`config.mk`:
```
export PLATFORM = sky130hd
export DESIGN_NAME = bsl_back
export DESIGN_NICKNAME = d
export VERILOG_FILES = /design/src/rtl/core/basic_source_lexer_macros.svh /design/src/rtl/core/bsl_pkg.sv /design/src/rtl/core/bsl_back.sv
export SDC_FILE = /design/constraint.sdc
export NUM_CORES = 1
export LEC_CHECK = 0
export BUFFER_PORTS_ARGS = -buffer_cell sky130_fd_sc_hd__buf_2
export CAP_MARGIN = 5
export CORE_AREA = 2 2 99 101
export CTS_CLUSTER_SIZE = 28
export DETAILED_ROUTE_END_ITERATION = 10
export DIE_AREA = 0 0 101 103
export PLACE_DENSITY = 0.6
export RECOVER_POWER = 25
export SLEW_MARGIN = 20
export SYNTH_ARGS = -nofsm -noshare
export SYNTH_HDL_FRONTEND = slang
export SYNTH_SLANG_ARGS = --single-unit
```
`constraint.sdc`:
```
create_clock -name clk -period 1.55 [get_ports clk]
set_input_delay 0.2325 -clock clk [delete_from_list [all_inputs] [get_ports clk]]
set_output_delay 0.2325 -clock clk [all_outputs]
set_load 0.005 [all_outputs]
```
`src/rtl/core/basic_source_lexer_macros.svh`:
```
// ----------------------------------------------------------------------------
// basic_source_lexer assertion macros
// Shared concurrent assertion forms, clocked on clk and held off in reset.
// ----------------------------------------------------------------------------
`ifndef BASIC_SOURCE_LEXER_MACROS_SVH
`define BASIC_SOURCE_LEXER_MACROS_SVH

// property must hold at every edge out of reset
`define BSL_ASSERT(lbl, prop, msg) \
	lbl: assert property (@(posedge clk) disable iff (!arst_n) prop) else $error(msg);

// condition must never be seen out of reset
`define BSL_NEVER(lbl, cond, msg) \
	lbl: assert property (@(posedge clk) disable iff (!arst_n) !(cond)) else $error(msg);

`endif

```
`src/rtl/core/bsl_pkg.sv`:
```
// ----------------------------------------------------------------------------
// bsl_pkg
// Shared widths, token codes, result word types and the keyword table.
// ----------------------------------------------------------------------------
package bsl_pkg;

	localparam int KEYWORD_CHARS = 7;
	localparam int LINE_BITS     = 16;
	localparam int COLUMN_BITS   = 8;
	localparam int KW_COUNT      = 107;
	localparam int KW_TEXT_BYTES = 7;
	localparam int QUEUE_DEPTH   = 2;
	localparam int RES_MAX       = 3;

	localparam logic [3:0] TK_EOT     = 4'd0;
	localparam logic [3:0] TK_EOL     = 4'd1;
	localparam logic [3:0] TK_SYM     = 4'd2;
	localparam logic [3:0] TK_BLANK   = 4'd3;
	localparam logic [3:0] TK_STR     = 4'd4;
	localparam logic [3:0] TK_COMMENT = 4'd5;
	localparam logic [3:0] TK_IDENT   = 4'd6;
	localparam logic [3:0] TK_KEYWORD = 4'd7;
	localparam logic [3:0] TK_OP      = 4'd8;
	localparam logic [3:0] TK_NUM     = 4'd9;

	localparam logic [1:0] CL_PLAIN = 2'd0;
	localparam logic [1:0] CL_FUNC  = 2'd1;
	localparam logic [1:0] CL_OPER  = 2'd2;
	localparam logic [1:0] CL_NOT   = 2'd3;

	typedef struct packed {
		logic [3:0]  token_type;
		logic [6:0]  keyword_number;
		logic [1:0]  value_kind;
		logic        is_function_word;
		logic [7:0]  first_char;
		logic [7:0]  second_char;
		logic [15:0] line_number;
		logic [7:0]  start_column;
		logic [7:0]  token_length;
	} tok_t;

	typedef struct packed {
		logic [1:0]           n;
		tok_t [RES_MAX-1:0]   tok;
	} group_t;

	typedef struct packed {
		logic full;
		logic empty;
	} q_stat_t;

	typedef struct packed {
		logic [KW_TEXT_BYTES*8-1:0] text;
		logic [1:0]                 cls;
	} kw_row_t;

	function automatic kw_row_t kw_row(input logic [6:0] k);
		case (k)
			7'd1:   kw_row = '{"ABS", CL_FUNC};
			7'd2:   kw_row = '{"AND", CL_OPER};
			7'd3:   kw_row = '{"ASC", CL_FUNC};
			7'd4:   kw_row = '{"AT", CL_FUNC};
			7'd5:   kw_row = '{"ATN", CL_FUNC};
			7'd6:   kw_row = '{"AUTO", CL_PLAIN};
			7'd7:   kw_row = '{"BEEP", CL_PLAIN};
			7'd8:   kw_row = '{"BLOAD", CL_PLAIN};
			7'd9:   kw_row = '{"BSAVE", CL_PLAIN};
			7'd10:  kw_row = '{"BIN$", CL_FUNC};
			7'd11:  kw_row = '{"CDBL", CL_FUNC};
			7'd12:  kw_row = '{"CHR$", CL_FUNC};
			7'd13:  kw_row = '{"CINT", CL_FUNC};
			7'd14:  kw_row = '{"CIRCLE", CL_PLAIN};
			7'd15:  kw_row = '{"CLEAR", CL_PLAIN};
			7'd16:  kw_row = '{"CLOAD", CL_PLAIN};
			7'd17:  kw_row = '{"CLS", CL_PLAIN};
			7'd18:  kw_row = '{"COLOR", CL_PLAIN};
			7'd19:  kw_row = '{"CONT", CL_PLAIN};
			7'd20:  kw_row = '{"COS", CL_FUNC};
			7'd21:  kw_row = '{"CSAVE", CL_PLAIN};
			7'd22:  kw_row = '{"CSNG", CL_FUNC};
			7'd23:  kw_row = '{"CSRLIN", CL_FUNC};
			7'd24:  kw_row = '{"CLOSE", CL_PLAIN};
			7'd25:  kw_row = '{"SCREEN", CL_PLAIN};
			7'd26:  kw_row = '{"DELETE", CL_PLAIN};
			7'd27:  kw_row = '{"DIM", CL_PLAIN};
			7'd28:  kw_row = '{"DRAW", CL_PLAIN};
			7'd29:  kw_row = '{"DATA", CL_PLAIN};
			7'd30:  kw_row = '{"DEF", CL_PLAIN};
			7'd31:  kw_row = '{"ELSE", CL_PLAIN};
			7'd32:  kw_row = '{"END", CL_PLAIN};
			7'd33:  kw_row = '{"EOF", CL_FUNC};
			7'd34:  kw_row = '{"EQV", CL_OPER};
			7'd35:  kw_row = '{"EXP", CL_FUNC};
			7'd36:  kw_row = '{"FILES", CL_PLAIN};
			7'd37:  kw_row = '{"FIX", CL_FUNC};
			7'd38:  kw_row = '{"FN", CL_FUNC};
			7'd39:  kw_row = '{"FOR", CL_PLAIN};
			7'd40:  kw_row = '{"FRE", CL_FUNC};
			7'd41:  kw_row = '{"GOSUB", CL_PLAIN};
			7'd42:  kw_row = '{"GOTO", CL_PLAIN};
			7'd43:  kw_row = '{"HEX$", CL_FUNC};
			7'd44:  kw_row = '{"IF", CL_PLAIN};
			7'd45:  kw_row = '{"IMP", CL_OPER};
			7'd46:  kw_row = '{"INKEY$", CL_FUNC};
			7'd47:  kw_row = '{"INP", CL_FUNC};
			7'd48:  kw_row = '{"INPUT", CL_PLAIN};
			7'd49:  kw_row = '{"INT", CL_FUNC};
			7'd50:  kw_row = '{"KEY", CL_PLAIN};
			7'd51:  kw_row = '{"LEN", CL_FUNC};
			7'd52:  kw_row = '{"LET", CL_PLAIN};
			7'd53:  kw_row = '{"LIST", CL_PLAIN};
			7'd54:  kw_row = '{"LLIST", CL_PLAIN};
			7'd55:  kw_row = '{"LOAD", CL_PLAIN};
			7'd56:  kw_row = '{"LOCATE", CL_PLAIN};
			7'd57:  kw_row = '{"LOG", CL_FUNC};
			7'd58:  kw_row = '{"LPOS", CL_FUNC};
			7'd59:  kw_row = '{"LPRINT", CL_PLAIN};
			7'd60:  kw_row = '{"LINE", CL_PLAIN};
			7'd61:  kw_row = '{"MID$", CL_FUNC};
			7'd62:  kw_row = '{"MOD", CL_OPER};
			7'd63:  kw_row = '{"MERGE", CL_PLAIN};
			7'd64:  kw_row = '{"NEW", CL_PLAIN};
			7'd65:  kw_row = '{"NEXT", CL_PLAIN};
			7'd66:  kw_row = '{"NOT", CL_NOT};
			7'd67:  kw_row = '{"ON", CL_PLAIN};
			7'd68:  kw_row = '{"OR", CL_OPER};
			7'd69:  kw_row = '{"OPEN", CL_PLAIN};
			7'd70:  kw_row = '{"OCT$", CL_FUNC};
			7'd71:  kw_row = '{"OUT", CL_PLAIN};
			7'd72:  kw_row = '{"OUTPUT", CL_PLAIN};
			7'd73:  kw_row = '{"PAINT", CL_PLAIN};
			7'd74:  kw_row = '{"PEEK", CL_FUNC};
			7'd75:  kw_row = '{"PI", CL_FUNC};
			7'd76:  kw_row = '{"POINT", CL_FUNC};
			7'd77:  kw_row = '{"POKE", CL_PLAIN};
			7'd78:  kw_row = '{"POS", CL_FUNC};
			7'd79:  kw_row = '{"PRESET", CL_PLAIN};
			7'd80:  kw_row = '{"PRINT", CL_PLAIN};
			7'd81:  kw_row = '{"PSET", CL_PLAIN};
			7'd82:  kw_row = '{"REM", CL_PLAIN};
			7'd83:  kw_row = '{"RENUM", CL_PLAIN};
			7'd84:  kw_row = '{"RETURN", CL_PLAIN};
			7'd85:  kw_row = '{"RND", CL_FUNC};
			7'd86:  kw_row = '{"READ", CL_PLAIN};
			7'd87:  kw_row = '{"RESTORE", CL_PLAIN};
			7'd88:  kw_row = '{"SAVE", CL_PLAIN};
			7'd89:  kw_row = '{"SGN", CL_FUNC};
			7'd90:  kw_row = '{"SIN", CL_FUNC};
			7'd91:  kw_row = '{"SQR", CL_FUNC};
			7'd92:  kw_row = '{"STEP", CL_PLAIN};
			7'd93:  kw_row = '{"STOP", CL_PLAIN};
			7'd94:  kw_row = '{"STR$", CL_FUNC};
			7'd95:  kw_row = '{"SYSTEM", CL_PLAIN};
			7'd96:  kw_row = '{"STRING$", CL_FUNC};
			7'd97:  kw_row = '{"SPC", CL_FUNC};
			7'd98:  kw_row = '{"TAB", CL_FUNC};
			7'd99:  kw_row = '{"TAN", CL_FUNC};
			7'd100: kw_row = '{"THEN", CL_PLAIN};
			7'd101: kw_row = '{"TO", CL_PLAIN};
			7'd102: kw_row = '{"TROFF", CL_PLAIN};
			7'd103: kw_row = '{"TRON", CL_PLAIN};
			7'd104: kw_row = '{"USR", CL_FUNC};
			7'd105: kw_row = '{"VAL", CL_FUNC};
			7'd106: kw_row = '{"WIDTH", CL_PLAIN};
			7'd107: kw_row = '{"XOR", CL_OPER};
			default: kw_row = '{'0, CL_PLAIN};
		endcase
	endfunction

	// parallel compare against every table row, first row wins
	function automatic logic [6:0] kw_lookup(input logic [KEYWORD_CHARS-1:0][6:0] wch,
			input logic [3:0] n);
		kw_row_t    r;
		logic [3:0] len;
		logic       same;
		logic [6:0] idx;
		int         base;
		idx = '0;
		for (int k = KW_COUNT; k >= 1; k--) begin
			r   = kw_row(7'(k));
			len = '0;
			for (int i = 0; i < KW_TEXT_BYTES; i++) begin
				if (r.text[i*8 +: 8] != 8'd0)
					len = len + 4'd1;
			end
			same = (len == n);
			for (int i = 0; i < KW_TEXT_BYTES; i++) begin
				base = (int'(len) - 1 - i) * 8;
				if ((4'(i) < len) && (wch[i] != r.text[base +: 7]))
					same = 1'b0;
			end
			if (same)
				idx = 7'(k);
		end
		return idx;
	endfunction

	function automatic logic [1:0] kw_cls(input logic [6:0] idx);
		kw_row_t r;
		r = kw_row(idx);
		return r.cls;
	endfunction

endpackage

```
`src/rtl/core/bsl_back.sv`:
```
// ----------------------------------------------------------------------------
// bsl_back
// Sends the words of the head group one per handshake and marks the last.
// ----------------------------------------------------------------------------
module bsl_back (
	input  logic             clk,
	input  logic             arst_n,
	input  bsl_pkg::group_t  head,
	input  bsl_pkg::q_stat_t q_stat,
	output logic             pop,
	output logic             out_valid,
	input  logic             out_ready,
	output logic [3:0]       token_type,
	output logic [6:0]       keyword_number,
	output logic [1:0]       value_kind,
	output logic             is_function_word,
	output logic [7:0]       first_char,
	output logic [7:0]       second_char,
	output logic [15:0]      line_number,
	output logic [7:0]       start_column,
	output logic [7:0]       token_length,
	output logic             last_of_run
);
	import bsl_pkg::*;

	logic [1:0] idx_q;
	tok_t       t;

	assign t                = head.tok[idx_q];
	assign out_valid        = !q_stat.empty;
	assign last_of_run      = (idx_q == head.n - 2'd1);
	assign pop              = out_valid && out_ready && last_of_run;
	assign token_type       = t.token_type;
	assign keyword_number   = t.keyword_number;
	assign value_kind       = t.value_kind;
	assign is_function_word = t.is_function_word;
	assign first_char       = t.first_char;
	assign second_char      = t.second_char;
	assign line_number      = t.line_number;
	assign start_column     = t.start_column;
	assign token_length     = t.token_length;

	always_ff @(posedge clk or negedge arst_n) begin
		if (!arst_n)
			idx_q <= '0;
		else if (out_valid && out_ready)
			idx_q <= last_of_run ? 2'd0 : idx_q + 2'd1;
	end

endmodule

```
Word-level counts from Yosys, hierarchy flattened
Cells that the tools add are included.

word-level totals
  register bits = 2
  latch bits = 0
  RAM bits = 0
  memory bits (read-only) = 0
  bits of input ports = 193
  output and inout port bits = 65
  memories = 0

cells by class
  $add $sub $neg = 2
  $mul = 0
  div/mod/pow operators = 0
  order comparisons = 1
  equality and inequality tests = 1
  shift operators = 0
  mux-type cells = 3
  bitwise gates (word level) = 0
  reductions and logical operators = 3

operator list
  kind                                                number
  binary-select mux 62 bit (select 2 bit)             1
  2-to-1 mux 62 bit                                   1
  < comparator 2 x 3 -> 1 bit, second input constant  1
  adder 2 x 1 -> 2 bit, second input constant         1
  == test 2 bit                                       1
  logical AND 1 bit                                   2
  2-to-1 mux 2 bit                                    1
  subtractor 2 x 1 -> 2 bit, second input constant    1
  zero test 1 bit                                     1

Longest topological paths before layout
Gate-level depths: netlist of run 1.

  depth in word-level cells = 3
  depth in mapped cells = 6

Worst setup path after synthesis of run 1
Ideal clock, no wire load.

  kind = reg2out
  start = register idx_q[1]
  end = output port pop
  data arrival time = 1.154 ns
  required time = 1.317 ns
  setup slack = 0.164 ns
  stages on the path, launching flop included = 5
  path buffers = 1
  path through = dfrtp_1 -> buf_6 -> xnor2_1 -> or3b_1 -> a21oi_1

between the ends
  word-level cells in the longest chain between the ends = 2

ends and longest elaborated chain
  element                 RTL line        RTL
  from (decl)             bsl_back.sv:26  logic [1:0] idx_q;
  from (signal assigned)  bsl_back.sv:47  idx_q <= last_of_run ? 2'd0 : idx_q + 2'd1;
  == test 2 bit           bsl_back.sv:31  assign last_of_run = (idx_q == head.n - 2'd1);
  logical AND 1 bit       bsl_back.sv:32  assign pop = out_valid && out_ready && last_of_run;
  to (decl)               bsl_back.sv:10  output logic pop,

No other way between the ends.

Final worst setup path of run 1
  start = register idx_q[0]
  end = output port pop

Same word-level chain as after synthesis.

==> run summary, run 1 <==
syn nets = 418
IO buf count = 256
core area = 9460 um^2
post-synthesis compound-gate area fraction = 23.5%
GRT Residual Overflow = 0
largest net degree at the start of global routing = 33
worst-case clock skew = 2.26 ps
status = finished, violations left
htree depth = 1
clk buf depth = 2
Final Util = 34.2%
Post-Synthesis Cells = 225
Biggest register = idx_q
Slew headroom = 76.4%
Initial Util = 15.2%
Period Utilization, post-route = 112%
HP Class = in -> async
Power Density = 1440 nW/um^2
WP data required = 1320 ps
Fin. Hold Viols = 0
Data arrival, critical path = 1510 ps
first-pass GRT wire length = 10500 um
Leak = 1.78 nW
top flop regs = idx_q x2
top routing layer in use = met4
delay of the slowest cell on the worst path = 460 ps
layout cells sized above 1 = 62.3%
Area Growth Syn to Fin = 124%
initial antenna violation count = 0
DRT iter0 DRCs = 58
Num Clock Sinks = 2
row count = 36
Post-Synth XOR/XNOR Area = 1.22%
Max-cap violations = 0
fin cells = 599
Synth top area share = 43.1%
mux cell area share after synthesis = 43.1%
count of final setup violators = 64
fmax = 0.574 GHz
final wirelength = 7760 um
Vias/cell = 4.44
Yosys reg bits = 2
M1 WL = 2900 um
CTS Buf Count = 3
vias in the first global route = 2216
Slew @ Worst Pin = 354 ps
Reg clk slew, reported paths = 30 ps
kind of critical path = reg -> out
flop2flop setup slack = 280 ps
TritonCTS clock tree = done
warnings from Yosys = 0
Post-Syn Area = 1440 um^2
Die X = 101 um
Setup TNS Final = -7200 ps
Placer Congestion = 0.689
worst skew pair latency = 210 ps
max FFs per register = 2
Synth area leader = mux2i_1
IO Count = 258
post-route minimum period = 1740 ps
DR DRC count = 0
GRT Overall Usage = 12.7%
CP Launch Type = flop
die extent in y = 103 um
CTS root buf = clkbuf_8
Synth area leaders = mux2i_1 43%, o21ai_0 20%, nand2_1 16%
die footprint = 10400 um^2
slowest stage cell on the critical path = dfrtp_4
DR WL met2 = 4200 um
drt pass-1 iters = 4
crit path cell chain = buf_6 -> or3b_1 -> a21oi_1 -> buf_2
fin worst setup slack = -191 ps
Hold Slack = 385 ps
# placed instances = 579
Final Max Tran Viols = 0
total vias in the final route = 2661
CP Max Fanout = 6
RSZ-0062 raised after global routing = true
largest family of logic cells by synthesized area = multiplexers
DR WL met3 = 586 um
Nets = 680
antenna-violating nets left = 0
CP endpoint kind = output port
Synth Area in Simple Gates = 18.9%
Worst VDD drop = 435 uV
Post-Synth Adder-Cell Area = 0%
Post-Syn Area per Cell = 6.40 um^2
CP delay by family, top = flip-flops
dpl hpwl = 5560 um
library cells used by synthesis = 19
number of diodes = 0
Buf+Inv Stages, Crit Path = 2
sequential fraction of the synthesis area = 3.48%
failing checks = negative setup slack
routed len/inst = 13.0 um
==> power breakdown <==
part           internal, W  leakage (nW)  total [W]  switching (W)
clock             0.000164        0.0216   0.000205      0.0000411
combinational      0.00232          1.74    0.00432        0.00201
sequential       0.0000871        0.0226   0.000134      0.0000464
total              0.00257          1.78    0.00466        0.00210
==> synthesized netlist by cell type (all sizes together) <==
library cell,n
a21oi,2
and2,1
buf,19
clkbuf,3
dfrtp,2
inv,2
mux2i,62
nand2,63
nand2b,1
nand3b,1
nor2b,1
o21ai,63
o22ai,1
o31ai,1
or3b,1
xnor2,2
==> routing by layer <==
metal,GRT usage (%),up-vias
li1,-,1311
met2,26.4,153
met5,0,-
met3,1.15,8
met1,13.9,1189
met4,2.49,0
==> what timing repair did <==
| action | 4_1_cts | 5_1_grt |
|---|---|---|
| buffers inserted | 11 | 0 |
| endpoints found under the hold margin | 2 | 0 |
| hold buffers | 1 | 0 |
| pin swaps | 4 | 9 |
| cloned | 5 | 1 |
| setup endpoints to repair | 64 | 64 |
| resized for setup | 36 | 46 |
==> path summary, 6_finish.rpt <==
check                                from  depth (start not counted)       end
worst max-delay path             idx_q[0]                          4       pop
worst min-delay path               arst_n                          2  idx_q[1]
worst max register to register   idx_q[0]                          4  idx_q[0]
worst min register to register   idx_q[1]                          3  idx_q[1]
max in group asynchronous          arst_n                          2  idx_q[0]
min in group clk                head[186]                          3  idx_q[0]
==> cells by family (layout without fill, tap and decap cells) <==
family                    count (synthesis)  in the layout
buffers and inverters                    24            284
DFF                                       2              2
muxes                                    62             62
xor gates and xnor gates                  2              2
AOI/OAI and AO/OA                        67             67
and+or+nand+nor                          68             68
==> area by class of cell <==
cell class	count	area [um^2]
fillers	1009	6230
repair buffers	279	1650
multi-input cells	199	1330
well taps	114	143
flip-flops and latches	2	55.1
clock buffers	3	41.3
inverters	2	7.51
==> through the flow <==
stage	setup WS, ps	instance area, um^2	power [W]
after detailed placement	60.4	2840	0.00343
after floorplan	164	1440	0.00209
after CTS	-151	3130	0.00445
final	-191	3230	0.00466
after global placement	76.0	2840	0.00336
after global routing	-241	3230	0.00507
==> cells in the final DEF, fill, tap and decap left out, drive strengths merged <==
cell type	instances
nand3b	1
xnor2	2
clkbuf	5
o21ai	63
mux2i	62
inv	2
buf	276
nand2	63
or3b	1
dlygate4sd3	1
a21oi	2
nand2b	1
o31ai	1
and2	1
o22ai	1
dfrtp	2
nor2b	1
No activity file was read; power rests on OpenSTA's default activity.
==> run 2: changes to the inputs <==
--- a/config.mk
+++ b/config.mk
@@ -5,14 +5,16 @@
 export SDC_FILE = /design/constraint.sdc
 export NUM_CORES = 1
 export LEC_CHECK = 0
+export ABC_AREA = 1
 export BUFFER_PORTS_ARGS = -buffer_cell sky130_fd_sc_hd__buf_2
 export CAP_MARGIN = 5
-export CORE_AREA = 2 2 99 101
+export CORE_AREA = 2 2 100 102
 export CTS_CLUSTER_SIZE = 28
 export DETAILED_ROUTE_END_ITERATION = 10
-export DIE_AREA = 0 0 101 103
-export PLACE_DENSITY = 0.6
+export DIE_AREA = 0 0 102 104
+export PLACE_DENSITY = 0.65
 export RECOVER_POWER = 25
+export REMOVE_ABC_BUFFERS = 1
 export SLEW_MARGIN = 20
 export SYNTH_ARGS = -nofsm -noshare
 export SYNTH_HDL_FRONTEND = slang
==> run 2 against run 1 <==
Register-to-register slack better by 90 ps; critical path type unchanged; worst setup slack better by 100 ps; sequential power up 29%; highest routed layer is now met3; synthesized area rose by 40%; combinational power increased by 56%; the run still ends with negative setup slack left; cell count increased by 17%; clock power hardly changed; power grew 53%; core utilization increased by 7.4 points.
==> run summary, run 2 <==
post-route minimum period = 1640 ps (was 1740 ps)
worst skew pair latency = 210 ps (about the same)
total vias in the final route = 3270 (was 2661)
most frequent cells in the layout = 255 x buf_2, 53 x o21ai_2, 50 x nand3_2, 47 x o21ai_0, 38 x nor2_1 (was 255 x buf_2, 61 x mux2i_1, 51 x o21ai_1, 50 x nand2_1, 9 x nand2_2)
routed len/inst = 13.8 um (was 13.0 um)
htree depth = 1 (unchanged)
initial antenna violation count = 1 (was 0)
Num Clock Sinks = 2 (unchanged)
CTS Buf Count = 3 (unchanged)
first-pass GRT wire length = 13300 um (was 10500 um)
die extent in y = 104 um (was 103 um)
status = finished, violations left (unchanged)
Slew @ Worst Pin = 283 ps (was 354 ps)
DR DRC count = 0 (unchanged)
row count = 36 (unchanged)
Leak = 1.94 nW (was 1.78 nW)
largest net degree at the start of global routing = 35 (was 33)
WP data required = 1320 ps (about the same)
Slew headroom = 81.1% (was 76.4%)
Post-Synthesis Cells = 309 (was 225)
count of final setup violators = 54 (was 64)
Yosys reg bits = 2 (unchanged)
GRT Residual Overflow = 0 (unchanged)
CP Launch Type = flop (unchanged)
Vias/cell = 4.66 (was 4.44)
Post-Syn Area per Cell = 6.52 um^2 (was 6.40 um^2)
total power = 0.00713 W (was 0.00466 W)
CP endpoint kind = output port (unchanged)
IO buf count = 256 (unchanged)
layout cells sized above 1 = 75.5% (was 62.3%)
IO Count = 258 (unchanged)
Final Util = 41.6% (was 34.2%)
Data arrival, critical path = 1410 ps (was 1510 ps)
GRT Overall Usage = 15.2% (was 12.7%)
vias in the first global route = 2877 (was 2216)
kind of critical path = reg -> out (unchanged)
warnings from Yosys = 0 (unchanged)
worst-case clock skew = 0.282 ps (was 2.26 ps)
top flop regs = idx_q x2 (unchanged)
CTS root buf = clkbuf_8 (unchanged)
final wirelength = 9720 um (was 7760 um)
Post-Syn Area = 2010 um^2 (was 1440 um^2)
Post-Place Cell Area = 3430 um^2 (was 2840 um^2)
Initial Util = 21.1% (was 15.2%)
Die X = 102 um (was 101 um)
most instantiated cells after synthesis = 65 x nor2_1, 62 x o21ai_0, 50 x nand3_2, 50 x o21ai_2, 17 x buf_2 (was 63 x nand2_1, 62 x mux2i_1, 57 x o21ai_0)
drt pass-1 iters = 4 (unchanged)
Synth area leader = nand3_2 (was mux2i_1)
sequential fraction of the synthesis area = 2.48% (was 3.48%)
Nets = 763 (was 680)
Async S/R FF share, synth = 100% (unchanged)
Synth area leaders = nand3_2 25%, o21ai_2 22%, o21ai_0 15% (was mux2i_1 43%, o21ai_0 20%, nand2_1 16%)
number of synthesized flops with an enable pin = 0 (unchanged)
Fin. Hold Viols = 0 (unchanged)
Power Density = 1790 nW/um^2 (was 1440 nW/um^2)
dpl hpwl = 7120 um (was 5560 um)
Reg clk slew, reported paths = 30 ps (about the same)
Period Utilization, post-route = 106% (was 112%)
TritonCTS clock tree = done (unchanged)
max FFs per register = 2 (unchanged)
top_reg_cell synth = dfrtp_1 (unchanged)
pre-CTS WS = 105 ps (was 60.4 ps)
library cells used by synthesis = 19 (unchanged)
DRT iter0 DRCs = 147 (was 58)
Placer Congestion = 0.860 (was 0.689)
CP Max Fanout = 9 (was 6)
fmax = 0.610 GHz (was 0.574 GHz)
fin worst setup slack = -88.6 ps (was -191 ps)
flop2flop setup slack = 370 ps (was 280 ps)
clk buf depth = 2 (unchanged)
Worst VDD drop = 871 uV (was 435 uV)
Synth top area share = 24.8% (was 43.1%)
Hold Slack = 364 ps (was 385 ps)
RSZ-0062 raised after global routing = true (unchanged)
failing checks = negative setup slack (unchanged)
leading cell type in the layout, fill and taps excluded = buf_2 (unchanged)
Biggest register = idx_q (unchanged)
most frequent cell after synthesis = nor2_1 (was nand2_1)
core area = 9550 um^2 (was 9460 um^2)
antenna-violating nets left = 0 (unchanged)
Max-cap violations = 0 (unchanged)
HP Class = in -> reg (was in -> async)
Area Growth Syn to Fin = 97.3% (was 124%)
fin area = 3970 um^2 (was 3230 um^2)
die footprint = 10600 um^2 (was 10400 um^2)
Final Max Tran Viols = 0 (unchanged)
[run 2: cell types whose count changed in the layout (fill, tap and decap cells not counted), moves of 26 or more]
cell | previous run | this run
o21ai_2 | 5 | 53
o21ai_0 | 7 | 47
nand3_2 | 0 | 50
nor2_2 | 0 | 26
nor2_1 | 0 | 38
mux2i_1 | 61 | 0
nand2_1 | 50 | 9
o21ai_1 | 51 | 24
[run 2: metal layers]
layer  global-route usage (%)  share of wire, %
met5                        0                 0
met3                     1.61               9.3
met1                     17.8                38
met2                     29.5                52
met4                     2.10                 0
[run 2: per-stage QoR]
| step | cells | setup TNS (ps) |
|---|---|---|
| finish | 702 | -2100 |
| global route | 701 | -6280 |
| floorplan | 275 | -113900 |
| global placement | 681 | 0 |
| detailed placement | 681 | 0 |
| CTS | 690 | -2810 |
[run 2: final cells by class]
class                      instances  area (um^2)
fill                            1000         5580
timing repair buffer             290         1860
multi-input combinational        266         1800
tap                              133          166
sequential                         2         55.1
inverter                           7         46.3
clock buffer                       3         41.3
antenna                            1         2.50
[run 2: logic make-up after synthesis]
group           after synthesis  share of synthesized area, %
compound gates              126                          40.6
buf+inv                      41                          14.2
flops                         2                          2.48
simple gates                140                          42.7
[run 2: final timing paths]
kind | from | end | cells past startpoint
max reg2reg | idx_q[1] | idx_q[0] | 5
min in group asynchronous | arst_n | idx_q[0] | 2
min | q_stat[0] | idx_q[1] | 3
min reg2reg | idx_q[0] | idx_q[1] | 4
max | idx_q[0] | keyword_number[6] | 6
max in group asynchronous | arst_n | idx_q[1] | 2
[run 2: power by group]
group / switching (W) / total, W / leakage [nW] / internal (W)
registers: 0.0000821 / 0.000173 / 0.0218 / 0.0000914
clock network: 0.0000403 / 0.000204 / 0.0216 / 0.000164
logic: 0.00350 / 0.00675 / 1.89 / 0.00325
[run 2: timing repair]
action                                  in CTS  in global routing
pin swaps                                    0                  5
hold buffers                                 1                  0
gates resized for setup                     17                 57
endpoints found under the setup margin      64                 64
buffers inserted                             3                  5
endpoints found under the hold margin        2                  0
gates cloned                                 2                  7
[run 2: worst max-delay path, cell delays in order, from the launching register on]
cell and delay [ps]:
dfrtp_2 470, inv_8 140, buf_4 150, clkbuf_16 160, nor2_1 40, o21ai_1 120, buf_2 120
