--- src/rtl/core/basic_source_lexer_macros.svh ---
// ----------------------------------------------------------------------------
// basic_source_lexer assertion macros
// Shared concurrent assertion forms, clocked on clk and held off in reset.
// ----------------------------------------------------------------------------
`ifndef BASIC_SOURCE_LEXER_MACROS_SVH
`define BASIC_SOURCE_LEXER_MACROS_SVH

// property must hold at every edge out of reset
`define BSL_ASSERT(lbl, prop, msg) \
	lbl: assert property (@(posedge clk) disable iff (!arst_n) prop) else $error(msg);

// condition must never be seen out of reset
`define BSL_NEVER(lbl, cond, msg) \
	lbl: assert property (@(posedge clk) disable iff (!arst_n) !(cond)) else $error(msg);

`endif

--- src/rtl/core/bsl_pkg.sv ---
// ----------------------------------------------------------------------------
// bsl_pkg
// Shared widths, token codes, result word types and the keyword table.
// ----------------------------------------------------------------------------
package bsl_pkg;

	localparam int KEYWORD_CHARS = 7;
	localparam int LINE_BITS     = 16;
	localparam int COLUMN_BITS   = 8;
	localparam int KW_COUNT      = 107;
	localparam int KW_TEXT_BYTES = 7;
	localparam int QUEUE_DEPTH   = 2;
	localparam int RES_MAX       = 3;

	localparam logic [3:0] TK_EOT     = 4'd0;
	localparam logic [3:0] TK_EOL     = 4'd1;
	localparam logic [3:0] TK_SYM     = 4'd2;
	localparam logic [3:0] TK_BLANK   = 4'd3;
	localparam logic [3:0] TK_STR     = 4'd4;
	localparam logic [3:0] TK_COMMENT = 4'd5;
	localparam logic [3:0] TK_IDENT   = 4'd6;
	localparam logic [3:0] TK_KEYWORD = 4'd7;
	localparam logic [3:0] TK_OP      = 4'd8;
	localparam logic [3:0] TK_NUM     = 4'd9;

	localparam logic [1:0] CL_PLAIN = 2'd0;
	localparam logic [1:0] CL_FUNC  = 2'd1;
	localparam logic [1:0] CL_OPER  = 2'd2;
	localparam logic [1:0] CL_NOT   = 2'd3;

	typedef struct packed {
		logic [3:0]  token_type;
		logic [6:0]  keyword_number;
		logic [1:0]  value_kind;
		logic        is_function_word;
		logic [7:0]  first_char;
		logic [7:0]  second_char;
		logic [15:0] line_number;
		logic [7:0]  start_column;
		logic [7:0]  token_length;
	} tok_t;

	typedef struct packed {
		logic [1:0]           n;
		tok_t [RES_MAX-1:0]   tok;
	} group_t;

	typedef struct packed {
		logic full;
		logic empty;
	} q_stat_t;

	typedef struct packed {
		logic [KW_TEXT_BYTES*8-1:0] text;
		logic [1:0]                 cls;
	} kw_row_t;

	function automatic kw_row_t kw_row(input logic [6:0] k);
		case (k)
			7'd1:   kw_row = '{"ABS", CL_FUNC};
			7'd2:   kw_row = '{"AND", CL_OPER};
			7'd3:   kw_row = '{"ASC", CL_FUNC};
			7'd4:   kw_row = '{"AT", CL_FUNC};
			7'd5:   kw_row = '{"ATN", CL_FUNC};
			7'd6:   kw_row = '{"AUTO", CL_PLAIN};
			7'd7:   kw_row = '{"BEEP", CL_PLAIN};
			7'd8:   kw_row = '{"BLOAD", CL_PLAIN};
			7'd9:   kw_row = '{"BSAVE", CL_PLAIN};
			7'd10:  kw_row = '{"BIN$", CL_FUNC};
			7'd11:  kw_row = '{"CDBL", CL_FUNC};
			7'd12:  kw_row = '{"CHR$", CL_FUNC};
			7'd13:  kw_row = '{"CINT", CL_FUNC};
			7'd14:  kw_row = '{"CIRCLE", CL_PLAIN};
			7'd15:  kw_row = '{"CLEAR", CL_PLAIN};
			7'd16:  kw_row = '{"CLOAD", CL_PLAIN};
			7'd17:  kw_row = '{"CLS", CL_PLAIN};
			7'd18:  kw_row = '{"COLOR", CL_PLAIN};
			7'd19:  kw_row = '{"CONT", CL_PLAIN};
			7'd20:  kw_row = '{"COS", CL_FUNC};
			7'd21:  kw_row = '{"CSAVE", CL_PLAIN};
			7'd22:  kw_row = '{"CSNG", CL_FUNC};
			7'd23:  kw_row = '{"CSRLIN", CL_FUNC};
			7'd24:  kw_row = '{"CLOSE", CL_PLAIN};
			7'd25:  kw_row = '{"SCREEN", CL_PLAIN};
			7'd26:  kw_row = '{"DELETE", CL_PLAIN};
			7'd27:  kw_row = '{"DIM", CL_PLAIN};
			7'd28:  kw_row = '{"DRAW", CL_PLAIN};
			7'd29:  kw_row = '{"DATA", CL_PLAIN};
			7'd30:  kw_row = '{"DEF", CL_PLAIN};
			7'd31:  kw_row = '{"ELSE", CL_PLAIN};
			7'd32:  kw_row = '{"END", CL_PLAIN};
			7'd33:  kw_row = '{"EOF", CL_FUNC};
			7'd34:  kw_row = '{"EQV", CL_OPER};
			7'd35:  kw_row = '{"EXP", CL_FUNC};
			7'd36:  kw_row = '{"FILES", CL_PLAIN};
			7'd37:  kw_row = '{"FIX", CL_FUNC};
			7'd38:  kw_row = '{"FN", CL_FUNC};
			7'd39:  kw_row = '{"FOR", CL_PLAIN};
			7'd40:  kw_row = '{"FRE", CL_FUNC};
			7'd41:  kw_row = '{"GOSUB", CL_PLAIN};
			7'd42:  kw_row = '{"GOTO", CL_PLAIN};
			7'd43:  kw_row = '{"HEX$", CL_FUNC};
			7'd44:  kw_row = '{"IF", CL_PLAIN};
			7'd45:  kw_row = '{"IMP", CL_OPER};
			7'd46:  kw_row = '{"INKEY$", CL_FUNC};
			7'd47:  kw_row = '{"INP", CL_FUNC};
			7'd48:  kw_row = '{"INPUT", CL_PLAIN};
			7'd49:  kw_row = '{"INT", CL_FUNC};
			7'd50:  kw_row = '{"KEY", CL_PLAIN};
			7'd51:  kw_row = '{"LEN", CL_FUNC};
			7'd52:  kw_row = '{"LET", CL_PLAIN};
			7'd53:  kw_row = '{"LIST", CL_PLAIN};
			7'd54:  kw_row = '{"LLIST", CL_PLAIN};
			7'd55:  kw_row = '{"LOAD", CL_PLAIN};
			7'd56:  kw_row = '{"LOCATE", CL_PLAIN};
			7'd57:  kw_row = '{"LOG", CL_FUNC};
			7'd58:  kw_row = '{"LPOS", CL_FUNC};
			7'd59:  kw_row = '{"LPRINT", CL_PLAIN};
			7'd60:  kw_row = '{"LINE", CL_PLAIN};
			7'd61:  kw_row = '{"MID$", CL_FUNC};
			7'd62:  kw_row = '{"MOD", CL_OPER};
			7'd63:  kw_row = '{"MERGE", CL_PLAIN};
			7'd64:  kw_row = '{"NEW", CL_PLAIN};
			7'd65:  kw_row = '{"NEXT", CL_PLAIN};
			7'd66:  kw_row = '{"NOT", CL_NOT};
			7'd67:  kw_row = '{"ON", CL_PLAIN};
			7'd68:  kw_row = '{"OR", CL_OPER};
			7'd69:  kw_row = '{"OPEN", CL_PLAIN};
			7'd70:  kw_row = '{"OCT$", CL_FUNC};
			7'd71:  kw_row = '{"OUT", CL_PLAIN};
			7'd72:  kw_row = '{"OUTPUT", CL_PLAIN};
			7'd73:  kw_row = '{"PAINT", CL_PLAIN};
			7'd74:  kw_row = '{"PEEK", CL_FUNC};
			7'd75:  kw_row = '{"PI", CL_FUNC};
			7'd76:  kw_row = '{"POINT", CL_FUNC};
			7'd77:  kw_row = '{"POKE", CL_PLAIN};
			7'd78:  kw_row = '{"POS", CL_FUNC};
			7'd79:  kw_row = '{"PRESET", CL_PLAIN};
			7'd80:  kw_row = '{"PRINT", CL_PLAIN};
			7'd81:  kw_row = '{"PSET", CL_PLAIN};
			7'd82:  kw_row = '{"REM", CL_PLAIN};
			7'd83:  kw_row = '{"RENUM", CL_PLAIN};
			7'd84:  kw_row = '{"RETURN", CL_PLAIN};
			7'd85:  kw_row = '{"RND", CL_FUNC};
			7'd86:  kw_row = '{"READ", CL_PLAIN};
			7'd87:  kw_row = '{"RESTORE", CL_PLAIN};
			7'd88:  kw_row = '{"SAVE", CL_PLAIN};
			7'd89:  kw_row = '{"SGN", CL_FUNC};
			7'd90:  kw_row = '{"SIN", CL_FUNC};
			7'd91:  kw_row = '{"SQR", CL_FUNC};
			7'd92:  kw_row = '{"STEP", CL_PLAIN};
			7'd93:  kw_row = '{"STOP", CL_PLAIN};
			7'd94:  kw_row = '{"STR$", CL_FUNC};
			7'd95:  kw_row = '{"SYSTEM", CL_PLAIN};
			7'd96:  kw_row = '{"STRING$", CL_FUNC};
			7'd97:  kw_row = '{"SPC", CL_FUNC};
			7'd98:  kw_row = '{"TAB", CL_FUNC};
			7'd99:  kw_row = '{"TAN", CL_FUNC};
			7'd100: kw_row = '{"THEN", CL_PLAIN};
			7'd101: kw_row = '{"TO", CL_PLAIN};
			7'd102: kw_row = '{"TROFF", CL_PLAIN};
			7'd103: kw_row = '{"TRON", CL_PLAIN};
			7'd104: kw_row = '{"USR", CL_FUNC};
			7'd105: kw_row = '{"VAL", CL_FUNC};
			7'd106: kw_row = '{"WIDTH", CL_PLAIN};
			7'd107: kw_row = '{"XOR", CL_OPER};
			default: kw_row = '{'0, CL_PLAIN};
		endcase
	endfunction

	// parallel compare against every table row, first row wins
	function automatic logic [6:0] kw_lookup(input logic [KEYWORD_CHARS-1:0][6:0] wch,
			input logic [3:0] n);
		kw_row_t    r;
		logic [3:0] len;
		logic       same;
		logic [6:0] idx;
		int         base;
		idx = '0;
		for (int k = KW_COUNT; k >= 1; k--) begin
			r   = kw_row(7'(k));
			len = '0;
			for (int i = 0; i < KW_TEXT_BYTES; i++) begin
				if (r.text[i*8 +: 8] != 8'd0)
					len = len + 4'd1;
			end
			same = (len == n);
			for (int i = 0; i < KW_TEXT_BYTES; i++) begin
				base = (int'(len) - 1 - i) * 8;
				if ((4'(i) < len) && (wch[i] != r.text[base +: 7]))
					same = 1'b0;
			end
			if (same)
				idx = 7'(k);
		end
		return idx;
	endfunction

	function automatic logic [1:0] kw_cls(input logic [6:0] idx);
		kw_row_t r;
		r = kw_row(idx);
		return r.cls;
	endfunction

endpackage

--- src/rtl/core/bsl_queue.sv ---
// ----------------------------------------------------------------------------
// bsl_queue
// Short queue of result groups between the front and back parts.
// ----------------------------------------------------------------------------
`include "basic_source_lexer_macros.svh"

module bsl_queue (
	input  logic             clk,
	input  logic             arst_n,
	input  logic             push,
	input  bsl_pkg::group_t  wdata,
	input  logic             pop,
	output bsl_pkg::group_t  head,
	output bsl_pkg::q_stat_t stat
);
	import bsl_pkg::*;

	localparam int PTR_W = (QUEUE_DEPTH > 1) ? $clog2(QUEUE_DEPTH) : 1;
	localparam int CNT_W = $clog2(QUEUE_DEPTH + 1);
	localparam logic [PTR_W-1:0] PTR_LAST = PTR_W'(QUEUE_DEPTH - 1);
	localparam logic [CNT_W-1:0] CNT_FULL = CNT_W'(QUEUE_DEPTH);

	group_t            mem_q [QUEUE_DEPTH];
	logic [PTR_W-1:0]  wr_q, rd_q;
	logic [CNT_W-1:0]  count_q;

	assign head       = mem_q[rd_q];
	assign stat.full  = (count_q == CNT_FULL);
	assign stat.empty = (count_q == '0);

	always_ff @(posedge clk or negedge arst_n) begin
		if (!arst_n) begin
			wr_q <= '0; rd_q <= '0; count_q <= '0;
		end else begin
			if (push)
				wr_q <= (wr_q == PTR_LAST) ? '0 : wr_q + 1'b1;
			if (pop)
				rd_q <= (rd_q == PTR_LAST) ? '0 : rd_q + 1'b1;
			if (push && !pop)
				count_q <= count_q + 1'b1;
			else if (pop && !push)
				count_q <= count_q - 1'b1;
		end
	end

	always_ff @(posedge clk) begin
		if (push)
			mem_q[wr_q] <= wdata;
	end

	`BSL_NEVER(a_no_overflow, push && stat.full, "group pushed into a full queue")
	`BSL_NEVER(a_no_underflow, pop && stat.empty, "group popped from an empty queue")
	`BSL_NEVER(a_empty_group, !stat.empty && head.n == 2'd0, "queued group holds no word")
	`BSL_ASSERT(a_count_drop, pop && !push |=> count_q == $past(count_q) - 1'b1, "count slip")

endmodule

--- config.mk ---
export PLATFORM = sky130hd
export DESIGN_NAME = bsl_queue
export DESIGN_NICKNAME = d
export VERILOG_FILES = /design/src/rtl/core/bsl_pkg.sv /design/src/rtl/core/bsl_queue.sv
export VERILOG_INCLUDE_DIRS = /design/src /design/src/rtl/core
export SDC_FILE = /design/constraint.sdc
export NUM_CORES = 1
export LEC_CHECK = 0
export ABC_AREA = 1
export BUFFER_PORTS_ARGS = -buffer_cell sky130_fd_sc_hd__buf_2
export CORE_MARGIN = 10
export CORE_UTILIZATION = 39
export CTS_BUF_LIST = sky130_fd_sc_hd__clkbuf_4
export CTS_CLUSTER_SIZE = 14
export DETAILED_ROUTE_END_ITERATION = 10
export GPL_ROUTABILITY_DRIVEN = 0
export SYNTH_ARGS = -nofsm -noshare
export SYNTH_HDL_FRONTEND = slang
export SYNTH_SLANG_ARGS = --single-unit
--- constraint.sdc ---
create_clock -name clk -period 8.2 [get_ports clk]
set_input_delay 1.64 -clock clk [delete_from_list [all_inputs] [get_ports clk]]
set_output_delay 1.64 -clock clk [all_outputs]
set_load 0.02 [all_outputs]
[Word-level counts from Yosys, hierarchy flattened]
Memories as Yosys holds them, arrays and structs flattened.
Cells that the tools add are included.
Word-level totals
  register bits: 4
  memory bits (writable): 376
  input bits: 192
  output and inout port bits: 190
  logic and storage cells: 21
  memories kept: 1
Memory list
  mem_q: words 2, width 188, rd ports 1, clocked after Yosys merged registers in 0, wr ports 1, line bsl_queue.sv:23  | group_t mem_q [QUEUE_DEPTH];
Operators by class
  $add $sub $neg: 4
  equal/unequal tests: 1
  mux-type cells: 6
  reduce and logical (&&, ||, !) cells: 6
Operator list (number)
  $mux W1: 4
  $mux W2: 2
  $add A1 B1 Y1 const B: 2
  $add A2 B1 Y2 const B: 1
  $eq A2 B2 Y1 const B: 1
  $logic_and A1 B1 Y1: 2
  $logic_not A1 Y1: 2
  $logic_not A2 Y1: 1
  $reduce_bool A2 Y1: 1
  $sub A2 B1 Y2 const B: 1

[Longest topological paths before layout]
Gate-level depths: netlist (run 1).
  word-level depth: 4
  mapped depth: 7
  gate-level depth less buffers: 7

[Worst setup path before layout (run 1)]
No wires, ideal clock.
  path kind: input-to-reg
  start point: in push
  end point: mem mem_q[0][0] (netlist name), enable pin
  setup time: 744 ps
  data arrival time: 9537 ps
  required time: 7456 ps
  setup slack: -2081 ps
  cell stages on the path: 2
  path buffers: 0
  cells stage by stage: inv_1 nor2_1
Between the ends
  word-level cells in the longest chain between the ends: 2
RTL lines
  from (decl): line bsl_queue.sv:10  | input logic push,
  $mux W1: line bsl_queue.sv:47  | if (push)
  $mux W1 (not written as such): line bsl_queue.sv:48  | mem_q[wr_q] <= wdata;
  to (decl): line bsl_queue.sv:23
Every way passes these cells.

==> summary.txt, run 1 <==
Status
  – Outcome: finished clean

Hold path
  – Hold WC Path Type: flop to flop

Synth
  – Avg Inst Size Synth: between 20 and 25 µm²
  – Synthesis-stage register bit count: between 300 and 400
  – Top-area cell type share of the netlist area: 0.796
  – Synth cell types: 14
  – Total number of yosys warnings: 0
  – Post-synthesis xor/xnor area fraction: 0.00185
  – Synth Area in Compound Gates: 0
  – Post-Syn Area: around 14000 µm²
  – Count leader, synth: edfxtp_1
  – Top post-synthesis cells by count: edfxtp_1 (376), mux2_4 (100), mux2_2 (88), buf_6 (14)
  – Post-synth top flop: edfxtp_1
  – Top cells by area, synth: edfxtp_1 (80%), mux2_4 (11%), mux2_2 (7.0%)
  – Syn_nets: between 800 and 900
  – EDFF count, synth: between 300 and 400
  – Ys async rst share: 0.0105
  – Synth Area in Adders: 0.000882
  – Post-synthesis sequential area ratio: 0.803
  – Post-synthesis mux area share: 0.176
  – Post-synthesis simple-gate area fraction: 0.00291
  – Mapped Cells: 610
  – Area leader, netlist: edfxtp_1
  – Largest family of logic cells by synthesized area: multiplexers

Die
  – Site Rows: 69
  – Die width: between 200 and 250 µm
  – Die area: 44400 µm²
  – Die Y-Extent: about 210 µm
  – Initial Utilization: 0.397
  – Core area: between 30000 and 40000 µm²
  – Io pins: between 300 and 400

CTS
  – Clock Path Buffers: 3
  – Hold Buf Count CTS: 0
  – CTS clk-pin slew, worst paths: around 0.07 ns
  – Worst skew pair latency: 0.74 ns
  – Post-CTS Resized: 0
  – Clock sinks: 380
  – CTS tree: yes
  – H-tree Lvls: 3
  – Root Driver: clkbuf_4
  – Clock buffer count from CTS: 97
  – Post-CTS Setup Repair Bufs: 0

Finish
  – Nets: between 1000 and 1500
  – Fillers: between 3000 and 4000
  – Layout area overhead: 25.4%
  – Layout cell share with drive strength beyond 1: 0.639
  – Register area: about 11000 µm²
  – Multi-input gate area: between 2000 and 3000 µm²

Global routing
  – Largest net degree at the start of global routing: 97
  – GRT Total Usage: 0.150
  – Remaining Overflow, GRT: 0
  – Initial antenna violation count: 12
  – First-pass GRT wire length: between 40000 and 50000 µm
  – Number of global-route vias before repair: between 8000 and 9000

Worst setup path
  – Max FO, Critical Path: 52
  – Max stage delay cell, worst path: dfrtp_4
  – CP cell instances: buf_4, mux2_2, buf_2
  – Crit path DAT: about 3.1 ns
  – Crit end category: primary output
  – Crit path kind: flop to primary output
  – Crit-path max cell delay: roughly 0.96 ns
  – Req. time, crit path: ~6.6 ns
  – Worst setup SP type: flop

STA
  – Max-Slew Margin vs Limit: 0.358
  – Setup WS post-layout: approximately 3.5 ns
  – Tcrit/Tclk final: 0.578
  – Final slew viol count: 0
  – Post-Route Skew: roughly 0.017 ns
  – Worst-Margin Slew: around 0.96 ns
  – # setup viols final: 0
  – RSZ-0062 raised after global routing: false
  – Min cycle time layout: approximately 4.7 ns
  – Fmax: 211 MHz
  – Final hold viol count: 0
  – Setup TNS: 0 ns

Routing
  – Final ANT Viol Nets: 0
  – Via count: approximately 7400
  – DRC viols: 0
  – Per-cell routed wire length: between 20 and 25 µm
  – DR pass1 iterations: 4
  – Vias per std cell: 4.62
  – Initial DRC Count: 329
  – Final wirelength: approximately 34000 µm

Placed design
  – IO buf count: approximately 380
  – Detail Placement HPWL: between 20000 and 25000 µm
  – Dpl ws: ~4.2 ns

Flow run
  – Maxcap violations: 0

Power and ir drop
  – Leak: a little over 0.007 µW
  – Pwr dens: between 300 and 400 nW/µm²
  – Peak VDD IR: 207 µV
per-layer routing:
metal | vias to the layer above | GRT usage | part of all wire
met5 | - | 0 | 0.0021
met4 | 10 | 0.0579 | 0.017
met3 | 50 | 0.0691 | 0.10
met2 | 331 | 0.244 | 0.49
met1 | 3615 | 0.169 | 0.39
li1 | 3434 | - | -
power breakdown:
part           total [µW]  leakage [µW]  internal, µW  switching [µW]
clock                1550      0.000713           841             713
combinational        2120       0.00279           878            1250
sequential           2730       0.00358          2580             148
total                6410       0.00708          4300            2110
logic make-up after synthesis:
group,after synthesis
multiplexers,188
adder cells (fa/ha/maj),1
buffers and inverters,28
AND/OR/NAND/NOR,10
flip-flops,380
XOR/XNOR,3
worst paths after layout:
path / start / end / slack [ns] / depth (start not counted)
worst max-delay path: rd_q / head[10] / 3.46 / 3
worst min-delay path: count_q[1] / count_q[1] / 0.51 / 2
worst max register to register: wr_q / mem_q[1][47] / 5.67 / 3
worst min register to register: count_q[1] / count_q[1] / 0.51 / 2
max in group asynchronous: arst_n / rd_q / 7.35 / 1
min in group asynchronous: arst_n / count_q[1] / 0.70 / 1
placed cells by master (no fill, tap or decap), types with 3 or more instances in the layout:
master    instances
buf_2           381
edfxtp_1        376
clkbuf_4        140
mux2_4          100
mux2_2           88
clkinv_1         13
diode_2           9
buf_4             7
inv_1             6
nand2_1           5
dfrtp_1           3
stage by stage:
stage	hold WS, ns	std cells	util	total power (µW)	cell area, µm²
after floorplan	0.463	610	-	4330	14200
after global placement	0.484	1439	0.463	4930	16600
after detailed placement	0.492	1439	0.463	4950	16600
after CTS	0.509	1601	0.497	6550	17800
after global routing	0.541	1605	0.497	6770	17800
final	0.512	1610	0.498	6410	17800
registers in the layout (all words and copies together), names as in the netlist:
register,flops
count_q,2
mem_q,376
wr_q,1
rd_q,1
critical path: cells and delay by family, from the launching register on:
kind     cells  cell delay [ns]
flops        1             0.96
mux          1             0.42
buf+inv      2             0.88
cell type report:
| class | count | area share |
|---|---|---|
| sequential | 380 | 0.640 |
| multi-input combinational | 202 | 0.145 |
| timing repair buffer | 389 | 0.111 |
| clock buffer | 140 | 0.0591 |
| tap | 461 | 0.0324 |
| clock inverter | 22 | 0.00872 |
| inverter | 7 | 0.00176 |
| antenna | 9 | 0.00127 |
No activity file was read; power rests on OpenSTA's default activity.
==> run 2, diff against run 1 <==
==> constraint.sdc (replaced) <==
create_clock -name clk -period 4.93 [get_ports clk]
set_input_delay 0.986 -clock clk [delete_from_list [all_inputs] [get_ports clk]]
set_output_delay 0.986 -clock clk [all_outputs]
set_load 0.02 [all_outputs]
==> summary.txt, run 2 (synthesis gave the netlist of run 1 again) <==
CTS
  – Post-CTS Setup Repair Bufs: 0 (unchanged)
  – Clock buffer count from CTS: 102 (+5.2%)
  – H-tree Lvls: 3 (unchanged)
  – Clock Path Buffers: 3 (unchanged)
  – Worst skew pair latency: 0.77 ns (+0.03 ns)
  – Clock sinks: 380 (unchanged)
  – CTS clk-pin slew, worst paths: 0.06 ns (about the same)
  – CTS tree: yes
  – Root Driver: clkbuf_4

Worst setup path
  – Cell family contributing the most delay on the critical path: flip-flops
  – Crit path DAT: 2.71 ns (-0.39 ns)
  – Max stage delay cell, worst path: dfrtp_4
  – Max FO, Critical Path: 41 (-21%)
  – Buf/Inv on CP: 2 (unchanged)
  – Req. time, crit path: 3.94 ns (-2.62 ns)
  – CP cell instances: buf_4, mux2_2, buf_2
  – Crit path kind: flop to primary output
  – Worst setup SP type: flop
  – Crit-path max cell delay: 0.82 ns (-0.14 ns)
  – Crit end category: primary output

Finish
  – Max reg flops: 376 (unchanged)
  – Fillers: 3069 (-1.8%)
  – Core Util, Final: 0.504 (+0.00651)
  – Top Registers: mem_q: 376 flops, count_q: 2 flops
  – Non-Filler Instances: 1633 (+1.4%)
  – Nets: 1277 (+0.55%)
  – Largest reg by FF count: mem_q
  – Most frequent cells in the layout: buf_2 (381), edfxtp_1 (376), clkbuf_4 (164)
  – Commonest non-fill, non-tap cell in the layout: buf_2
  – Multi-input gate area: 2580 µm² (unchanged)
  – Register area: 11400 µm² (unchanged)
  – Layout cell share with drive strength beyond 1: 0.647 (+0.00718)
  – Layout area overhead: 27.1%

Global routing
  – Remaining Overflow, GRT: 0 (unchanged)
  – GRT Total Usage: 0.147 (-0.00272)
  – Number of global-route vias before repair: 8309 (+1.4%)
  – Initial antenna violation count: 6 (-6)
  – Largest net degree at the start of global routing: 107 (+10%)
  – First-pass GRT wire length: 49200 µm (-1.3%)

STA
  – RSZ-0062 raised after global routing: false
  – Setup WS post-layout: 1.23 ns (-2.23 ns)
  – Final hold viol count: 0 (unchanged)
  – Post-Route Skew: 0.0285 ns (+0.0114 ns)
  – Final slew viol count: 0 (unchanged)
  – Fmax: 270 MHz
  – Tcrit/Tclk final: 0.750
  – Max-Slew Margin vs Limit: 0.398 (+0.0391)
  – Min cycle time layout: about 3.7 ns
  – Setup TNS: 0 ns (unchanged)
  – # setup viols final: 0 (unchanged)
  – Worst-Margin Slew: 0.902 ns (-0.0608 ns)

Hold path
  – Hold WC Path Type: primary input to flop

Power and ir drop
  – Leak: 0.00721 µW (+1.9%)
  – Peak VDD IR: 322 µV (+56%)
  – Final Power: 10900 µW (+71%)
  – Pwr dens: 607 nW/µm² (+69%)

Flow run
  – Maxcap violations: 0 (unchanged)

Routing
  – Initial DRC Count: 360 (+9.4%)
  – Per-cell routed wire length: 20.6 µm (-1.8%)
  – DR pass1 iterations: 4 (unchanged)
  – Final ANT Viol Nets: 0 (unchanged)
  – Via count: 7493 (+0.71%)
  – DRC viols: 0 (unchanged)
  – Vias per std cell: 4.59 (-0.71%)
  – Final wirelength: 33600 µm (-0.42%)

Die
  – Io pins: 382 (unchanged)
  – Die Y-Extent: 211 µm (unchanged)
  – Die width: 211 µm (unchanged)
  – Core area: 35700 µm² (unchanged)
  – Site Rows: 69 (unchanged)
  – Die area: 44400 µm² (unchanged)
  – Initial Utilization: 0.397 (unchanged)

Placed design
  – Dpl ws: 2.00 ns (-2.17 ns)
  – Inst Count DP: 1440 (+0.069%)
  – Detail Placement HPWL: 23500 µm (-1.0%)
  – IO buf count: 381 (unchanged)

Status
  – Outcome: finished clean
-- run 2: worst paths after layout --
kind                                 start           end  slack, ns  cells past startpoint
worst max-delay path                  rd_q     head[176]       1.23                      3
worst min-delay path             wdata[89]  mem_q[1][89]       0.40                      1
worst max register to register        wr_q  mem_q[0][46]       2.85                      2
worst min register to register  count_q[1]    count_q[1]       0.51                      2
max in group asynchronous           arst_n          rd_q       4.18                      2
min in group asynchronous           arst_n    count_q[0]       0.61                      2
-- run 2: worst register-to-register path, delay by kind of cell, from the launching register on --
family	cells	cell delay (ns)
buffers and inverters	1	0.47
and+or+nand+nor	1	0.71
DFF	1	0.42
-- run 2: through the flow --
step | instance area, µm² | hold WS, ns
2_1_floorplan | 14200 | 0.463
3_3_place_gp | 16600 | 0.481
3_5_place_dp | 16600 | 0.499
4_1_cts | 18000 | 0.281
5_1_grt | 18000 | 0.268
6_report | 18000 | 0.403
-- run 2: cell type report --
| type | instances | share of cell area |
|---|---|---|
| antenna | 6 | 0.000833 |
| clock buffer | 164 | 0.0683 |
| clock inverter | 22 | 0.00826 |
| inverter | 7 | 0.00167 |
| multi-input combinational | 202 | 0.143 |
| sequential | 380 | 0.632 |
| tap | 461 | 0.0320 |
| timing repair buffer | 391 | 0.114 |
-- run 2: repair_timing --
action,in CTS,in global routing
endpoints found under the hold margin,4,0
resized for setup,0,0
hold buffers,1,0
-- run 2: power by group --
group / switching (µW) / internal [µW] / total [µW]
clock: 1220 / 1600 / 2830
sequential: 215 / 4290 / 4500
combinational: 2130 / 1480 / 3610
-- run 2: metal layers --
metal,GRT usage,wire length (µm)
met5,0,27
met4,0.0619,805
met2,0.236,16500
met3,0.0622,2720
met1,0.170,13500
==> run 3, diff against run 2 <==
==> constraint.sdc (replaced) <==
create_clock -name clk -period 3.6 [get_ports clk]
set_input_delay 0.72 -clock clk [delete_from_list [all_inputs] [get_ports clk]]
set_output_delay 0.72 -clock clk [all_outputs]
set_load 0.02 [all_outputs]
==> summary.txt, run 3 (synthesis gave the netlist of run 1 again) <==
Power and ir drop
  – Net Sw Frac: 0.329 (+0.00289)
  – Sw Pwr: 4840 µW (+36%)
  – Peak VDD IR: 460 µV (+43%)
  – Clk pwr share: 0.240 (-0.019)
  – Leak: 0.00718 µW (-0.42%)
  – Pwr dens: 818 nW/µm² (+35%)
  – Pint: 9880 µW (+34%)
  – Sequential Power Share: 0.418 (+0.007)
  – Logic pwr share: 0.342 (+0.012)
  – Final Power: 14700 µW (+35%)

Finish
  – Layout area overhead: 26.9%
  – Largest reg by FF count: mem_q
  – Non-Filler Instances: 1629 (-0.24%)
  – Max reg flops: 376 (unchanged)
  – Layout cell share with drive strength beyond 1: 0.641 (-0.00521)
  – Fillers: 3078 (+0.29%)
  – Top Registers: mem_q: 376 flops, count_q: 2 flops
  – Most frequent cells in the layout: buf_2 (381), edfxtp_1 (376), clkbuf_4 (147)
  – Commonest non-fill, non-tap cell in the layout: buf_2
  – Nets: 1286 (+0.70%)

Die
  – Initial Utilization: 0.397 (unchanged)
  – Die area: 44400 µm² (unchanged)
  – Die width: 211 µm (unchanged)
  – Io pins: 382 (unchanged)
  – Site Rows: 69 (unchanged)
  – Die Y-Extent: 211 µm (unchanged)
  – Core area: 35700 µm² (unchanged)

Global routing
  – Largest net degree at the start of global routing: 102 (-4.7%)
  – Remaining Overflow, GRT: 0 (unchanged)
  – Initial antenna violation count: 13 (+7)
  – GRT Total Usage: 0.144 (-0.00323)
  – Number of global-route vias before repair: 8288 (-0.25%)
  – First-pass GRT wire length: 48300 µm (-1.7%)

CTS
  – CTS tree: yes
  – Clock sinks: 380 (unchanged)
  – Worst skew pair latency: 0.73 ns (-0.04 ns)
  – Post-CTS Setup Repair Bufs: 0 (unchanged)
  – Post-CTS Resized: 0 (unchanged)
  – H-tree Lvls: 3 (unchanged)
  – Root Driver: clkbuf_4
  – Clock buffer count from CTS: 100 (-2.0%)
  – Clock Path Buffers: 3 (unchanged)
  – CTS clk-pin slew, worst paths: 0.06 ns (about the same)

Hold path
  – Hold WC Path Type: primary input to flop

Placed design
  – Dpl ws: 1.02 ns (-0.982 ns)
  – Inst Count DP: 1451 (+0.76%)
  – IO buf count: 381 (unchanged)
  – Detail Placement HPWL: 23200 µm (-1.2%)

STA
  – Post-Route Skew: 0.0271 ns (-0.00134 ns)
  – Worst-Margin Slew: 0.701 ns (-0.201 ns)
  – RSZ-0062 raised after global routing: false
  – Final slew viol count: 0 (unchanged)
  – Min cycle time layout: between 3 and 4 ns
  – # setup viols final: 0 (unchanged)
  – Final hold viol count: 0 (unchanged)
  – Setup WS post-layout: 0.330 ns (-0.902 ns)
  – Fmax: between 300 and 400 MHz
  – Max-Slew Margin vs Limit: 0.532 (+0.134)
  – Tcrit/Tclk final: 0.908

Worst setup path
  – Reg2Reg Setup Slack: 1.69 ns (-1.16 ns)
  – Worst setup path startpoint: rd_q
  – Buf/Inv on CP: 2 (unchanged)
  – Crit path capture: head[186]
  – Reg-to-reg endpoint: mem_q[1][44]
  – Crit end category: primary output
  – Cell family contributing the most delay on the critical path: flip-flops
  – Worst setup SP type: flop
  – Worst r2r src: wr_q
  – Crit path DAT: 2.55 ns (-0.16 ns)
  – Max FO, Critical Path: 36 (-12%)
  – WP depth: 3 (unchanged)
  – Crit path kind: flop to primary output
  – Crit-path max cell delay: 0.82 ns (about the same)
  – CP cell instances: buf_4, mux2_2, buf_2
  – Max stage delay cell, worst path: dfrtp_4
  – Req. time, crit path: 2.88 ns (-1.06 ns)
  – Worst reg-to-reg path cell count: 3 (+1)

Routing
  – Per-cell routed wire length: 20.0 µm (-2.9%)
  – Final wirelength: 32500 µm (-3.2%)
  – Vias per std cell: 4.63 (+0.87%)
  – Initial DRC Count: 315 (-13%)
  – DR pass1 iterations: 4 (unchanged)
  – Via count: 7540 (+0.63%)
  – DRC viols: 0 (unchanged)
  – Final ANT Viol Nets: 0 (unchanged)

Status
  – Outcome: finished clean

Flow run
  – Maxcap violations: 0 (unchanged)
## run 3: cell count changes in the layout (fill, tap and decap cells not counted), sizes merged
cell,delta
clkbuf,-17
buf,+11
clkinv,+4
bufinv,-1
diode,-1
## run 3: repair_timing
action	4_1_cts	5_1_grt
hold buffers	1	0
hold endpoints to repair	4	0
endpoints found under the setup margin	0	0
## run 3: worst min-delay path by stage
| stage | from | cells after the start | slack [ns] | to |
|---|---|---|---|---|
| floorplan | arst_n | 0 | 0.42 | count_q[0] |
| finish | wdata[153] | 1 | 0.16 | mem_q[1][153] |
| detailed placement | count_q[1] | 2 | 0.50 | count_q[1] |
| CTS | wdata[86] | 1 | 0.04 | mem_q[1][86] |
| global placement | count_q[1] | 2 | 0.49 | count_q[1] |
| global route | wdata[156] | 1 | 0.05 | mem_q[0][156] |
## run 3: layer usage
layer / GRT usage / wire length (µm)
met3: 0.0844 / 4110
met5: 0 / 105
met1: 0.156 / 12200
met4: 0.0574 / 610
met2: 0.226 / 15400
## run 3: power groups by stage
stage | logic [µW] | clock network [µW] | registers (µW)
2_1_floorplan | 3620 | 0 | 6190
3_5_place_dp | 5140 | 0 | 6270
6_report | 5030 | 3530 | 6150
4_1_cts | 5150 | 3700 | 6170
3_3_place_gp | 5140 | 0 | 6220
5_1_grt | 5370 | 3970 | 6230
## run 3: final cells by class
| type | count | area (µm²) | area share |
|---|---|---|---|
| sequential | 380 | 11400 | 0.633 |
| multi-input combinational | 202 | 2600 | 0.144 |
| timing repair buffer | 402 | 2140 | 0.119 |
| clock buffer | 147 | 1100 | 0.0613 |
| tap | 461 | 577 | 0.0321 |
| clock inverter | 25 | 126 | 0.00702 |
| inverter | 7 | 42.5 | 0.00236 |
| antenna | 5 | 12.5 | 0.000695 |
## run 3: stage by stage
step,utilization,setup TNS [ns],area (µm²),hold WS (ns)
2_1_floorplan,-,-127.61,14200,0.424
3_3_place_gp,0.468,0,16700,0.488
3_5_place_dp,0.468,0,16700,0.500
4_1_cts,0.503,0,18000,0.0391
5_1_grt,0.503,0,18000,0.0491
6_report,0.503,0,18000,0.164
